**config.mk**
```make
export PLATFORM = sky130hd
export DESIGN_NAME = n_queens_permutation_search
export DESIGN_NICKNAME = d
export VERILOG_FILES = /design/src/rtl/nqps_pkg.sv /design/src/rtl/nqps_perm.sv /design/src/rtl/nqps_seq.sv /design/src/rtl/n_queens_permutation_search.sv
export SDC_FILE = /design/constraint.sdc
export NUM_CORES = 1
export LEC_CHECK = 0
export ABC_CLOCK_PERIOD_IN_PS = 22400
export CORE_AREA = 2 2 127 129
export CTS_CLUSTER_SIZE = 30
export DETAILED_ROUTE_END_ITERATION = 6
export DIE_AREA = 0 0 129 131
export DONT_BUFFER_PORTS = 1
export PLACE_DENSITY = 0.8
export SETUP_SLACK_MARGIN = 0.02
export SKIP_CTS_REPAIR_TIMING = 1
export SYNTH_ARGS = -nofsm -noshare
export SYNTH_HDL_FRONTEND = slang
export SYNTH_SLANG_ARGS = --single-unit
```
**constraint.sdc**
```tcl
create_clock -name clk_i -period 22.4 [get_ports clk_i]
set_clock_uncertainty 0.2 [all_clocks]
set_input_delay 1.12 -clock clk_i [delete_from_list [all_inputs] [get_ports clk_i]]
set_output_delay 1.12 -clock clk_i [all_outputs]
set_load 0.02 [all_outputs]
```
**src/rtl/nqps_pkg.sv**
```systemverilog
// nqps_pkg: shared constants, types and helper functions for the N-queens
// permutation search. No dependencies; used by every module under rtl/.
`timescale 1ns / 1ps

package nqps_pkg;

  localparam int MAX_QUEENS = 8;
  localparam int IDX_W      = $clog2(MAX_QUEENS);
  localparam int N_W        = $clog2(MAX_QUEENS + 1);
  localparam int DIAG_N     = 2 * MAX_QUEENS - 1;
  localparam int DIAG_W     = $clog2(DIAG_N);
  localparam int PACK_COLS  = (MAX_QUEENS < 8) ? MAX_QUEENS : 8;
  localparam int ARR_W      = 32;
  localparam int CNT_W      = 16;
  localparam int BS_W       = 4;
  localparam int CFG_DATA_W = 16;
  localparam int CFG_IDX_W  = 1;

  localparam logic [CFG_IDX_W-1:0] CFG_BOARD_SIZE = 1'b0;
  localparam logic [CFG_IDX_W-1:0] CFG_TARGET     = 1'b1;

  localparam logic [BS_W-1:0]  BOARD_SIZE_RST = 4'd8;
  localparam logic [CNT_W-1:0] TARGET_RST     = 16'd92;

  typedef struct packed {
    logic             we;
    logic [IDX_W-1:0] addr;
    logic [IDX_W-1:0] data;
  } perm_wr_t;

  typedef struct packed {
    logic             start;
    logic [IDX_W-1:0] last_col;
  } seq_cmd_t;

  typedef struct packed {
    logic done;
    logic sol;
    logic wrapped;
  } seq_rsp_t;

  // board size as used: 0 acts as 1, anything above the maximum is clamped
  function automatic logic [N_W-1:0] eff_n(input logic [BS_W-1:0] bs);
    logic [N_W-1:0] r;
    if (bs == '0) begin
      r = N_W'(1);
    end else if (int'(bs) > MAX_QUEENS) begin
      r = N_W'(MAX_QUEENS);
    end else begin
      r = N_W'(bs);
    end
    return r;
  endfunction

  // nibbles of the columns in use
  function automatic logic [ARR_W-1:0] arr_mask(input logic [N_W-1:0] n);
    logic [ARR_W-1:0] m;
    m = '0;
    for (int k = 0; k < 8; k++) begin
      if (k < int'(n)) begin
        m[4*k +: 4] = 4'hF;
      end
    end
    return m;
  endfunction

endpackage

```
**src/rtl/nqps_perm.sv**
```systemverilog
// nqps_perm: permutation store, one read and one write port, restart to identity.
// Depends on nqps_pkg.
`timescale 1ns / 1ps

module nqps_perm (
  input  logic                             clk_i,
  input  logic                             rst_ni,
  input  logic                             restart_i,
  input  nqps_pkg::perm_wr_t               wr_i,
  input  logic [nqps_pkg::IDX_W-1:0]       raddr_i,
  output logic [nqps_pkg::IDX_W-1:0]       rdata_o,
  output logic [nqps_pkg::ARR_W-1:0]       packed_o
);

  logic [nqps_pkg::IDX_W-1:0] perm_q [nqps_pkg::MAX_QUEENS];

  always_ff @(posedge clk_i or negedge rst_ni) begin
    if (!rst_ni) begin
      for (int k = 0; k < nqps_pkg::MAX_QUEENS; k++) begin
        perm_q[k] <= nqps_pkg::IDX_W'(k);
      end
    end else if (restart_i) begin
      for (int k = 0; k < nqps_pkg::MAX_QUEENS; k++) begin
        perm_q[k] <= nqps_pkg::IDX_W'(k);
      end
    end else if (wr_i.we) begin
      perm_q[wr_i.addr] <= wr_i.data;
    end
  end

  assign rdata_o = perm_q[raddr_i];

  always_comb begin
    packed_o = '0;
    for (int k = 0; k < nqps_pkg::PACK_COLS; k++) begin
      packed_o[4*k +: 4] = 4'(perm_q[k]);
    end
  end

endmodule

```
**src/rtl/nqps_seq.sv**
```systemverilog
// nqps_seq: sequencer with one shared comparator; tests the held permutation
// column by column, then advances it in place. Depends on nqps_pkg.
`timescale 1ns / 1ps

module nqps_seq (
  input  logic                        clk_i,
  input  logic                        rst_ni,
  input  nqps_pkg::seq_cmd_t          cmd_i,
  output nqps_pkg::seq_rsp_t          rsp_o,
  output logic [nqps_pkg::IDX_W-1:0]  raddr_o,
  input  logic [nqps_pkg::IDX_W-1:0]  rdata_i,
  output nqps_pkg::perm_wr_t          wr_o
);

  localparam int IW = nqps_pkg::IDX_W;
  localparam int DW = nqps_pkg::DIAG_W;

  localparam logic [3:0] S_IDLE = 4'd0;
  localparam logic [3:0] S_CHK  = 4'd1;
  localparam logic [3:0] S_FI0  = 4'd2;
  localparam logic [3:0] S_FI   = 4'd3;
  localparam logic [3:0] S_FJ   = 4'd4;
  localparam logic [3:0] S_SA   = 4'd5;
  localparam logic [3:0] S_SB   = 4'd6;
  localparam logic [3:0] S_SC   = 4'd7;
  localparam logic [3:0] S_RV   = 4'd8;
  localparam logic [3:0] S_END  = 4'd9;

  logic [3:0]                    state_q, state_d;
  logic [IW-1:0]                 cur_q, cur_d;
  logic [IW-1:0]                 lo_q, lo_d;
  logic [IW-1:0]                 hi_q, hi_d;
  logic [IW-1:0]                 i_q, i_d;
  logic [IW-1:0]                 val_q, val_d;
  logic [IW-1:0]                 pivot_q, pivot_d;
  logic                          rev_q, rev_d;
  logic                          sol_q, sol_d;
  logic                          wrap_q, wrap_d;
  logic [nqps_pkg::DIAG_N-1:0]   up_q, up_d;
  logic [nqps_pkg::DIAG_N-1:0]   dn_q, dn_d;

  logic [IW-1:0] cmp_a, cmp_b;
  logic          ge;
  logic [DW-1:0] u_idx, d_idx;

  // shared comparator
  assign ge = (cmp_a >= cmp_b);

  assign u_idx = DW'(cur_q) + DW'(rdata_i);
  assign d_idx = DW'(cur_q) + DW'(nqps_pkg::MAX_QUEENS - 1) - DW'(rdata_i);

  always_comb begin
    state_d = state_q;
    cur_d   = cur_q;
    lo_d    = lo_q;
    hi_d    = hi_q;
    i_d     = i_q;
    val_d   = val_q;
    pivot_d = pivot_q;
    rev_d   = rev_q;
    sol_d   = sol_q;
    wrap_d  = wrap_q;
    up_d    = up_q;
    dn_d    = dn_q;
    cmp_a   = cur_q;
    cmp_b   = cmd_i.last_col;
    raddr_o = cur_q;
    wr_o    = '0;

    unique case (state_q)
      S_IDLE: begin
        if (cmd_i.start) begin
          up_d    = '0;
          dn_d    = '0;
          cur_d   = '0;
          sol_d   = 1'b0;
          wrap_d  = 1'b0;
          state_d = S_CHK;
        end
      end
      S_CHK: begin
        if (up_q[u_idx] || dn_q[d_idx]) begin
          sol_d   = 1'b0;
          state_d = (cmd_i.last_col == '0) ? S_END : S_FI0;
          wrap_d  = (cmd_i.last_col == '0);
        end else begin
          up_d[u_idx] = 1'b1;
          dn_d[d_idx] = 1'b1;
          if (ge) begin
            sol_d   = 1'b1;
            state_d = (cmd_i.last_col == '0) ? S_END : S_FI0;
            wrap_d  = (cmd_i.last_col == '0);
          end else begin
            cur_d = cur_q + 1'b1;
          end
        end
      end
      S_FI0: begin
        raddr_o = cmd_i.last_col;
        val_d   = rdata_i;
        cur_d   = cmd_i.last_col;
        state_d = S_FI;
      end
      S_FI: begin
        raddr_o = (cur_q == '0) ? '0 : cur_q - 1'b1;
        cmp_a   = rdata_i;
        cmp_b   = val_q;
        if (cur_q == '0) begin
          // last permutation: reverse the whole board back to identity
          wrap_d  = 1'b1;
          lo_d    = '0;
          hi_d    = cmd_i.last_col;
          rev_d   = 1'b1;
          state_d = S_RV;
        end else if (ge) begin
          val_d = rdata_i;
          cur_d = cur_q - 1'b1;
        end else begin
          pivot_d = rdata_i;
          i_d     = cur_q;
          cur_d   = cmd_i.last_col;
          state_d = S_FJ;
        end
      end
      S_FJ: begin
        raddr_o = cur_q;
        cmp_a   = pivot_q;
        cmp_b   = rdata_i;
        if (ge) begin
          cur_d = cur_q - 1'b1;
        end else begin
          lo_d    = i_q - 1'b1;
          hi_d    = cur_q;
          rev_d   = 1'b0;
          state_d = S_SA;
        end
      end
      S_SA: begin
        raddr_o = lo_q;
        val_d   = rdata_i;
        state_d = S_SB;
      end
      S_SB: begin
        raddr_o  = hi_q;
        wr_o.we   = 1'b1;
        wr_o.addr = lo_q;
        wr_o.data = rdata_i;
        state_d  = S_SC;
      end
      S_SC: begin
        wr_o.we   = 1'b1;
        wr_o.addr = hi_q;
        wr_o.data = val_q;
        if (rev_q) begin
          lo_d = lo_q + 1'b1;
          hi_d = hi_q - 1'b1;
        end else begin
          lo_d  = i_q;
          hi_d  = cmd_i.last_col;
          rev_d = 1'b1;
        end
        state_d = S_RV;
      end
      S_RV: begin
        cmp_a   = lo_q;
        cmp_b   = hi_q;
        state_d = ge ? S_END : S_SA;
      end
      S_END: begin
        state_d = S_IDLE;
      end
      default: begin
        state_d = S_IDLE;
      end
    endcase
  end

  assign rsp_o.done    = (state_q == S_END);
  assign rsp_o.sol     = sol_q;
  assign rsp_o.wrapped = wrap_q;

  always_ff @(posedge clk_i or negedge rst_ni) begin
    if (!rst_ni) begin
      state_q <= S_IDLE;
    end else begin
      state_q <= state_d;
    end
  end

  always_ff @(posedge clk_i) begin
    cur_q   <= cur_d;
    lo_q    <= lo_d;
    hi_q    <= hi_d;
    i_q     <= i_d;
    val_q   <= val_d;
    pivot_q <= pivot_d;
    rev_q   <= rev_d;
    sol_q   <= sol_d;
    wrap_q  <= wrap_d;
    up_q    <= up_d;
    dn_q    <= dn_d;
  end

  a_marks_paired: assert property (@(posedge clk_i) disable iff (!rst_ni)
    (state_q == S_CHK) |-> ($countones(up_q) == $countones(dn_q)))
    else $error("diagonal marks out of step");

  a_j_not_below_i: assert property (@(posedge clk_i) disable iff (!rst_ni)
    (state_q == S_FJ) |-> (cur_q >= i_q))
    else $error("successor search ran past the pivot");

  a_write_in_board: assert property (@(posedge clk_i) disable iff (!rst_ni)
    wr_o.we |-> (wr_o.addr <= cmd_i.last_col))
    else $error("permutation write outside the board");

  a_done_pulse: assert property (@(posedge clk_i) disable iff (!rst_ni)
    rsp_o.done |=> !rsp_o.done)
    else $error("completion held for more than one cycle");

endmodule

```
**src/rtl/n_queens_permutation_search.sv**
```systemverilog
// Search: one column per cycle in the check and suffix scans; each swap reads both entries, writes
// both ends and compares the bounds. Throughput: one item at a time; the next transfer is taken once
// the result is registered, later while the output register stays full. Reset: asynchronous, active
// low; identity permutation, count zero, board_size 8, target_solutions 92. Uses nqps_perm, nqps_seq.
`timescale 1ns / 1ps

module n_queens_permutation_search (
  input  logic                                clk_i,
  input  logic                                rst_ni,
  input  logic                                in_valid_i,
  output logic                                in_stall_o,
  input  logic                                restart_i,
  output logic                                out_valid_o,
  input  logic                                out_stall_i,
  output logic                                was_solution_o,
  output logic [nqps_pkg::ARR_W-1:0]          arrangement_o,
  output logic [nqps_pkg::CNT_W-1:0]          solution_count_o,
  output logic                                finished_o,
  input  logic                                cfg_valid_i,
  output logic                                cfg_ready_o,
  input  logic [nqps_pkg::CFG_IDX_W-1:0]      cfg_index_i,
  input  logic [nqps_pkg::CFG_DATA_W-1:0]     cfg_data_i
);

  localparam logic [1:0] ST_IDLE = 2'd0;
  localparam logic [1:0] ST_PREP = 2'd1;
  localparam logic [1:0] ST_RUN  = 2'd2;
  localparam logic [1:0] ST_OUT  = 2'd3;

  logic [1:0]                   st_q, st_d;
  logic [nqps_pkg::N_W-1:0]     n_q;
  logic [nqps_pkg::CNT_W-1:0]   target_q;
  logic [nqps_pkg::CNT_W-1:0]   count_q, count_d;
  logic                         done_q, done_d;
  logic                         sol_q, sol_d;
  logic                         wrap_q, wrap_d;
  logic [nqps_pkg::ARR_W-1:0]   arr_q, arr_d;
  logic                         out_valid_q;
  logic                         out_sol_q;
  logic [nqps_pkg::ARR_W-1:0]   out_arr_q;
  logic [nqps_pkg::CNT_W-1:0]   out_cnt_q;
  logic                         out_fin_q;

  logic                         in_xfer, out_xfer, cfg_xfer, bs_we, tgt_we;
  logic                         restart;
  logic                         tgt_hit, done_next, out_load;
  nqps_pkg::seq_cmd_t           cmd;
  nqps_pkg::seq_rsp_t           rsp;
  nqps_pkg::perm_wr_t           wr;
  logic [nqps_pkg::IDX_W-1:0]   raddr, rdata;
  logic [nqps_pkg::ARR_W-1:0]   perm_word;

  assign in_stall_o  = (st_q != ST_IDLE);
  assign cfg_ready_o = 1'b1;
  assign in_xfer     = in_valid_i && !in_stall_o;
  assign out_xfer    = out_valid_q && !out_stall_i;
  assign cfg_xfer    = cfg_valid_i && cfg_ready_o;
  assign bs_we       = cfg_xfer && (cfg_index_i == nqps_pkg::CFG_BOARD_SIZE);
  assign tgt_we      = cfg_xfer && (cfg_index_i == nqps_pkg::CFG_TARGET);
  assign restart     = (in_xfer && restart_i) || bs_we;

  assign tgt_hit   = (target_q != '0) && (count_q >= target_q);
  assign done_next = done_q || wrap_q || tgt_hit;
  assign out_load  = (st_q == ST_OUT) && (!out_valid_q || !out_stall_i);

  assign cmd.start    = (st_q == ST_PREP) && !(done_q || tgt_hit);
  assign cmd.last_col = nqps_pkg::IDX_W'(n_q - 1'b1);

  nqps_perm u_perm (
    .clk_i     (clk_i),
    .rst_ni    (rst_ni),
    .restart_i (restart),
    .wr_i      (wr),
    .raddr_i   (raddr),
    .rdata_o   (rdata),
    .packed_o  (perm_word)
  );

  nqps_seq u_seq (
    .clk_i   (clk_i),
    .rst_ni  (rst_ni),
    .cmd_i   (cmd),
    .rsp_o   (rsp),
    .raddr_o (raddr),
    .rdata_i (rdata),
    .wr_o    (wr)
  );

  always_comb begin
    st_d    = st_q;
    count_d = count_q;
    done_d  = done_q;
    sol_d   = sol_q;
    wrap_d  = wrap_q;
    arr_d   = arr_q;

    unique case (st_q)
      ST_IDLE: begin
        if (in_xfer) begin
          if (restart_i) begin
            count_d = '0;
            done_d  = 1'b0;
          end
          st_d = ST_PREP;
        end
      end
      ST_PREP: begin
        arr_d  = perm_word & nqps_pkg::arr_mask(n_q);
        sol_d  = 1'b0;
        wrap_d = 1'b0;
        if (done_q || tgt_hit) begin
          done_d = 1'b1;
          st_d   = ST_OUT;
        end else begin
          st_d = ST_RUN;
        end
      end
      ST_RUN: begin
        if (rsp.done) begin
          sol_d  = rsp.sol;
          wrap_d = rsp.wrapped;
          if (rsp.sol && (count_q != '1)) begin
            count_d = count_q + 1'b1;
          end
          st_d = ST_OUT;
        end
      end
      ST_OUT: begin
        if (out_load) begin
          done_d = done_next;
          st_d   = ST_IDLE;
        end
      end
      default: begin
        st_d = ST_IDLE;
      end
    endcase

    if (bs_we) begin
      count_d = '0;
      done_d  = 1'b0;
    end
  end

  always_ff @(posedge clk_i or negedge rst_ni) begin
    if (!rst_ni) begin
      st_q        <= ST_IDLE;
      n_q         <= nqps_pkg::eff_n(nqps_pkg::BOARD_SIZE_RST);
      target_q    <= nqps_pkg::TARGET_RST;
      count_q     <= '0;
      done_q      <= 1'b0;
      out_valid_q <= 1'b0;
    end else begin
      st_q    <= st_d;
      count_q <= count_d;
      done_q  <= done_d;
      if (bs_we) begin
        n_q <= nqps_pkg::eff_n(cfg_data_i[nqps_pkg::BS_W-1:0]);
      end
      if (tgt_we) begin
        target_q <= cfg_data_i;
      end
      if (out_load) begin
        out_valid_q <= 1'b1;
      end else if (out_xfer) begin
        out_valid_q <= 1'b0;
      end
    end
  end

  always_ff @(posedge clk_i) begin
    sol_q  <= sol_d;
    wrap_q <= wrap_d;
    arr_q  <= arr_d;
    if (out_load) begin
      out_sol_q <= sol_q;
      out_arr_q <= arr_q;
      out_cnt_q <= count_q;
      out_fin_q <= done_next;
    end
  end

  assign out_valid_o      = out_valid_q;
  assign was_solution_o   = out_sol_q;
  assign arrangement_o    = out_arr_q;
  assign solution_count_o = out_cnt_q;
  assign finished_o       = out_fin_q;

  a_done_sticky: assert property (@(posedge clk_i) disable iff (!rst_ni)
    (done_q && !restart) |=> done_q)
    else $error("finished flag dropped without restart");

  a_count_step: assert property (@(posedge clk_i) disable iff (!rst_ni)
    1'b1 |=> (count_q == $past(count_q) || count_q == $past(count_q) + 1'b1 ||
              count_q == '0))
    else $error("solution count jumped");

  a_result_held: assert property (@(posedge clk_i) disable iff (!rst_ni)
    (st_q == ST_OUT && out_valid_q && out_stall_i) |=> (st_q == ST_OUT))
    else $error("result left the output stage while the register was full");

endmodule
```
==> Yosys cells after proc, flatten, opt, wreduce, memory -nomap -nowiden <==
Cells that the tools add are included.
{ "totals": {"register_bits": 203, "inputBits": 23, "wordCells": 257} }
{ "classes": {"addsub": 10, "magnitude_cmp": 18, "eq_ne": 32, "mux": 104, "bitwise": 8, "reduce_logical": 52} }
{ "ops": {"columns": ["operator", "count"], "rows": [
  ["$mux W4", 26],
  ["$mux W16", 5],
  ["$pmux W15 S2", 2],
  ["$mux W3", 18],
  ["$mux W24", 2],
  ["$mux W15", 3],
  ["$pmux W3 S3", 4],
  ["$pmux W4 S9", 1],
  ["$and A31 B32 Y32", 1],
  ["$pmux W16 S2", 1],
  ["$or A15 B15 Y15", 2],
  ["$bwmux W24", 1],
  ["$mux W1", 21],
  ["$ne A3 B3 Y1 const B", 6],
  ["$reduce_and A3 Y1", 6],
  ["$add A16 B1 Y16 const B", 1],
  ["$eq A4 B3 Y1 const B", 4],
  ["$ge A16 B16 Y1", 1],
  ["$lt A3 B4 Y1 const A", 4],
  ["$ne A16 B16 Y1 const B", 1],
  ["$ne A2 B2 Y1 const B", 8],
  ["$reduce_bool A16 Y1", 1],
  ["$pmux W3 S5", 1],
  ["$pmux W7 S2", 1],
  ["other kinds (48)", 103]
]} }

==> Logic depth before layout (Yosys ltp) <==
{ "depth": {"depth_word": 16, "ltp_mapped": 19, "depth_no_buf": 17} }

==> Modules after synthesis <==
A second synthesis with hierarchy kept.
{ "hier_totals": {"cells_unflattened": 879, "hier_area_um2": 10450.0} }
{ "by_module_without_submodules": {"columns": ["mod", "n_inst", "cells_each", "area_each_um2", "seq_area_each_um2"], "rows": [
  ["n_queens_permutation_search", 1, 402, 5396.4, 3529.6],
  ["nqps_seq", 1, 373, 3736.1, 1631.6],
  ["nqps_perm", 1, 104, 1317.5, 615.6]
]} }

==> Worst setup path after synthesis <==
OpenSTA, ideal clock, no wires.
{ "synth_path": {"path_type": "reg2reg", "from": "register n_q[0] (netlist name)", "to": "register u_seq.dn_q[0] (netlist name) (enable)", "setup_time_ns": 0.445, "t_arrival_ns": 6.583, "t_required_ns": 21.755, "slack_ns": 15.173, "path_stages_with_launch": 17, "path_cell_list": "dfrtp_1 -> inv_1 -> ha_1 -> xnor2_2 -> nor4_1 -> or3_1 -> or2_4 -> buf_6 -> mux2i_1 -> mux2i_1 -> inv_1 -> fa_1 -> clkbuf_1 -> mux4_2 -> mux4_2 -> a311o_1 -> a2111oi_2"} }
{ "synth_between": {"elab_chain_len": 12, "word_cells_on_any_way": 15} }
{ "synth_rtl": {"columns": ["element", "line_no", "source"], "rows": [
  ["from (decl)", "n_queens_permutation_search.sv:31", "logic [nqps_pkg::N_W-1:0] n_q;"],
  ["from (signal assigned)", "n_queens_permutation_search.sv:148", "n_q <= nqps_pkg::eff_n(nqps_pkg::BOARD_SIZE_RST);"],
  ["from (signal assigned)", "n_queens_permutation_search.sv:158", "n_q <= nqps_pkg::eff_n(cfg_data_i[nqps_pkg::BS_W-1:0]);"],
  ["$sub A3 B1 Y3 *", "n_queens_permutation_search.sv:67", "assign cmd.last_col = nqps_pkg::IDX_W'(n_q - 1'b1);"],
  ["$pmux W3 S4 *", "nqps_seq.sv:70", "unique case (state_q)"],
  ["$not A3 Y4 (implied by the code) *", "nqps_perm.sv:31", "assign rdata_o = perm_q[raddr_i];"],
  ["$bmux W3 S3 *", "nqps_perm.sv:31", null],
  ["$mux W3 (implied by the code) * (2 in a row)", "nqps_perm.sv:31", null],
  ["named net rdata (one bit)", "n_queens_permutation_search.sv:50", "logic [nqps_pkg::IDX_W-1:0] raddr, rdata;"],
  ["$sub A4 B3 Y4 or $add A3 B3 Y4 (tied branches)", "nqps_seq.sv:50, nqps_seq.sv:49", null],
  ["$bmux W1 S4", "nqps_seq.sv:82", "if (up_q[u_idx] || dn_q[d_idx]) begin"],
  ["$mux W1 (implied by the code)", "nqps_seq.sv:82", null],
  ["$logic_or A1 B1 Y1 *", "nqps_seq.sv:82", null],
  ["$ne A2 B2 Y1 (no line) *", null, null],
  ["$reduce_and A3 Y1 (no line) *", null, null],
  ["to (signal assigned)", "nqps_seq.sv:201", "dn_q <= dn_d;"],
  ["to (decl)", "nqps_seq.sv:40", "logic [nqps_pkg::DIAG_N-1:0] dn_q, dn_d;"]
]} }
The timed path passes the listed nets; every way through them passes the cells marked *. The select of a mux whose other input is x is not followed.
A chain may end at the register's enable or synchronous reset.

==> Worst setup path after layout <==
{ "layout_path": {"from": "register u_seq.state_q[2]", "to": "register u_seq.up_q[4] (netlist name) (enable)"} }
{ "layout_between": {"elab_chain_len": 12, "word_cells_on_any_way": 22} }
{ "layout_rtl": {"columns": ["element", "line_no", "source"], "rows": [
  ["from (decl)", "nqps_seq.sv:29", "logic [3:0] state_q, state_d;"],
  ["from (signal assigned)", "nqps_seq.sv:186", "state_q <= state_d;"],
  ["$eq A4 B3 Y1 or $eq A4 B2 Y1 (tied branches)", "nqps_seq.sv:70", null],
  ["$pmux W3 S4 *", "nqps_seq.sv:70", null],
  ["$not A3 Y4 (implied by the code) *", "nqps_perm.sv:31", null],
  ["$bmux W3 S3 *", "nqps_perm.sv:31", null],
  ["$mux W3 (implied by the code) * (2 in a row)", "nqps_perm.sv:31", null],
  ["named net rdata (one bit)", "n_queens_permutation_search.sv:50", null],
  ["$sub A4 B3 Y4 or $add A3 B3 Y4 (tied branches)", "nqps_seq.sv:50, nqps_seq.sv:49", null],
  ["$bmux W1 S4", "nqps_seq.sv:82", null],
  ["$mux W1 (implied by the code)", "nqps_seq.sv:82", null],
  ["$logic_or A1 B1 Y1 *", "nqps_seq.sv:82", null],
  ["$ne A2 B2 Y1 (no line) *", null, null],
  ["$reduce_and A3 Y1 (no line) *", null, null],
  ["to (signal assigned)", "nqps_seq.sv:200", "up_q <= up_d;"],
  ["to (decl)", "nqps_seq.sv:39", "logic [nqps_pkg::DIAG_N-1:0] up_q, up_d;"]
]} }
Marked as above.

==> reports/qor.txt <==
First-pass GRT wire length - 34760 microns
Mapped Cells - 895
Routed vias - 7103
FMAX - 147.3 MHz
Layout cells sized above 1 - 0.1093
Top FF cell, synth - edfxtp_1
Worst Reg2Reg Path Length in Cells - 13
CP max FO - 30
Core Footprint - 15600 sq um
Wire per inst - 19.35 microns
Hold Vio Cnt, Final - 0
Final Wtd Congestion - 1.002
DRT iter0 DRCs - 1050
Clk_lat worst skew - 440 ps
Clock Path Buffers - 2
Final setup fails - 0
Ant. Diodes - 0
RSZ-0062 raised after global routing - false
Grt total ovfl - 0
Final worst slack - 15610 ps
Pre-CTS worst setup slack - 15690 ps
Tcrit/Tclk final - 0.3032
Mean post-synth cell area - 11.07 sq um
Least-Margin Pin Slew - 934.3 ps
Num ports - 76
Sequential area share after synthesis - 0.5345
Routed Antenna Nets - 0
Via density - 6.382
CTS tree - yes
Status - complete, but fails checks
Final non-filler cell total - 1113
Final WL - 21540 microns
DRC Markers - 1
Htree depth - 4
CTS Sinks - 187
Placed cells - 1081
GRT Util Overall - 0.2654
Maxcap violations - 0
Die X - 129 microns
Critical path capture point type - register
Failing checks - DRC
Crit path kind - register to register
Tmin final - 6791 ps
DP HPWL - 15080 microns
Worst slew margin - 0.3771
Cts bufs inserted - 17
Antenna violations before repair - 0
# rows - 46
Final setup TNS - 0 ps
Pre-antenna DRT Iters - 7
Initial core utilization - 0.6353
Mapped cell area - 9910 sq um
Largest net degree at the start of global routing - 69
Area growth syn-to-layout - 6.906%
Hold Path Class - input port to asynchronous set/reset pin
Arrival time at the worst endpoint - 6690 ps
Synthesis Warnings - 0
Clock slew at reported path FFs - 70 ps
Startpoint Class - register
Die Footprint - 16900 sq um
CP required - 22300 ps
FF+latch count, synth - 187
Pins over their slew limit - 0
DIE HEIGHT - 131 microns
Final-stage net count - 948
Port Buffers - 0
Fraction of registers with async set/reset - 0.3636
Post-synth EDFFs - 119
Yosys cell types - 75
Number of global-route vias before repair - 6609
CTS root buffer - clkbuf_16
==> path summary, 6_finish.rpt <==
kind	startpoint	end	slack (ps)
setup / recovery	u_seq.state_q[2]	u_seq.up_q[4]	15610
hold / removal	rst_ni	u_perm.packed_o[24]	180
setup reg to reg	u_seq.state_q[2]	u_seq.up_q[4]	15610
hold reg to reg	arr_q[2]	arrangement_o[2]	220
max in group asynchronous	rst_ni	target_q[6]	21600
min in group clk_i	arr_q[2]	arrangement_o[2]	220
==> metrics by stage <==
| stage | utilization | hold slack (ps) | cell area (sq um) |
|---|---|---|---|
| detailed placement | 0.6435 | 204.5 | 10040 |
| floorplan | - | 200.3 | 9936 |
| finish | 0.6792 | 180.7 | 10590 |
| global placement | 0.6435 | 201.4 | 10040 |
| global route | 0.6792 | 159.4 | 10590 |
| CTS | 0.6792 | 169.6 | 10590 |
==> flip-flops by register name, indices dropped and copies added, names as in the netlist, 4 cells and up <==
name / count
solution_count_o: 16
u_seq.up_q: 15
target_q: 16
arrangement_o: 24
u_seq.state_q: 4
u_perm.packed_o: 24
count_q: 16
arr_q: 24
n_q: 4
u_seq.dn_q: 15
==> routing by layer <==
layer / wire (microns) / GRT usage
met2: 10570 / 0.4301
met5: 0 / 0
met4: 337 / 0.08632
met3: 1580 / 0.05456
met1: 9053 / 0.3632
==> worst max-delay path, stage by stage (launching register included) <==
cell and delay [ps]:
dfrtp_1 640, and4bb_1 630, a21oi_1 150, o221ai_2 740
mux2i_1 360, mux2i_1 110, mux2i_1 530, inv_1 220
fa_1 800, mux4_2 360, mux4_2 490, a311o_1 440
a2111oi_4 370, buf_4 400
==> synthesized netlist by cell type (4+ instances only) <==
cell,count,area [sq um]
a21boi_0,4,30.03
nor4_1,14,87.58
mux4_1,4,105.1
dfstp_2,17,446.7
edfxtp_1,119,3573
nor2_1,79,296.5
o41ai_1,5,43.79
buf_6,4,45.04
mux2i_1,28,280.3
nand3_1,13,65.06
a21oi_1,77,385.4
and2_1,10,62.56
clkbuf_1,21,78.83
nand2_1,54,202.7
inv_1,38,142.6
a21o_1,11,82.58
mux4_2,4,90.09
dfrtp_1,51,1276
nand2b_1,15,93.84
mux2_2,22,247.7
ha_1,39,488.0
a31oi_1,17,106.4
nand4_1,6,37.54
o31ai_1,9,67.56
o22ai_1,11,68.82
nor3_1,26,130.1
buf_4,14,105.1
and3_1,6,37.54
o21ai_0,65,325.3
o221ai_1,6,52.55
nor2b_1,33,206.5
==> cell type report <==
type | instances | area, sq um
multi-input cells | 630 | 4257
well taps | 216 | 270.3
inverters | 39 | 146.4
fillers | 1180 | 5004
clock inverters | 15 | 131.4
clock buffers | 17 | 425.4
repair buffers | 9 | 67.56
flip-flops and latches | 187 | 5296
==> layout by cell type (no fill, tap or decap), drive strengths merged, types with 13 or more instances in the layout <==
| master | count |
|---|---|
| a21oi | 77 |
| a31oi | 17 |
| clkbuf | 17 |
| dfrtp | 51 |
| dfstp | 17 |
| edfxtp | 119 |
| ha | 39 |
| inv | 46 |
| mux2 | 22 |
| mux2i | 28 |
| nand2 | 54 |
| nand2b | 15 |
| nand3 | 13 |
| nor2 | 79 |
| nor2b | 33 |
| nor3 | 30 |
| nor4 | 14 |
| o21ai | 65 |
==> kinds of logic (layout without fill, tap and decap cells) <==
family / count (synthesis) / in the layout / share of synthesized area
simple gates: 282 / 282 / 0.1457
compound gates: 234 / 234 / 0.1457
fa+ha+maj: 41 / 41 / 0.05328
buf+inv: 85 / 80 / 0.04103
flops: 187 / 187 / 0.5345
mux: 58 / 58 / 0.07298
xor+xnor: 6 / 6 / 0.006062
other cells: 2 / 9 / 0.0007579
Power is not shown: default switching activity piles up to over one toggle a cycle in this logic, so the estimate is an artifact.
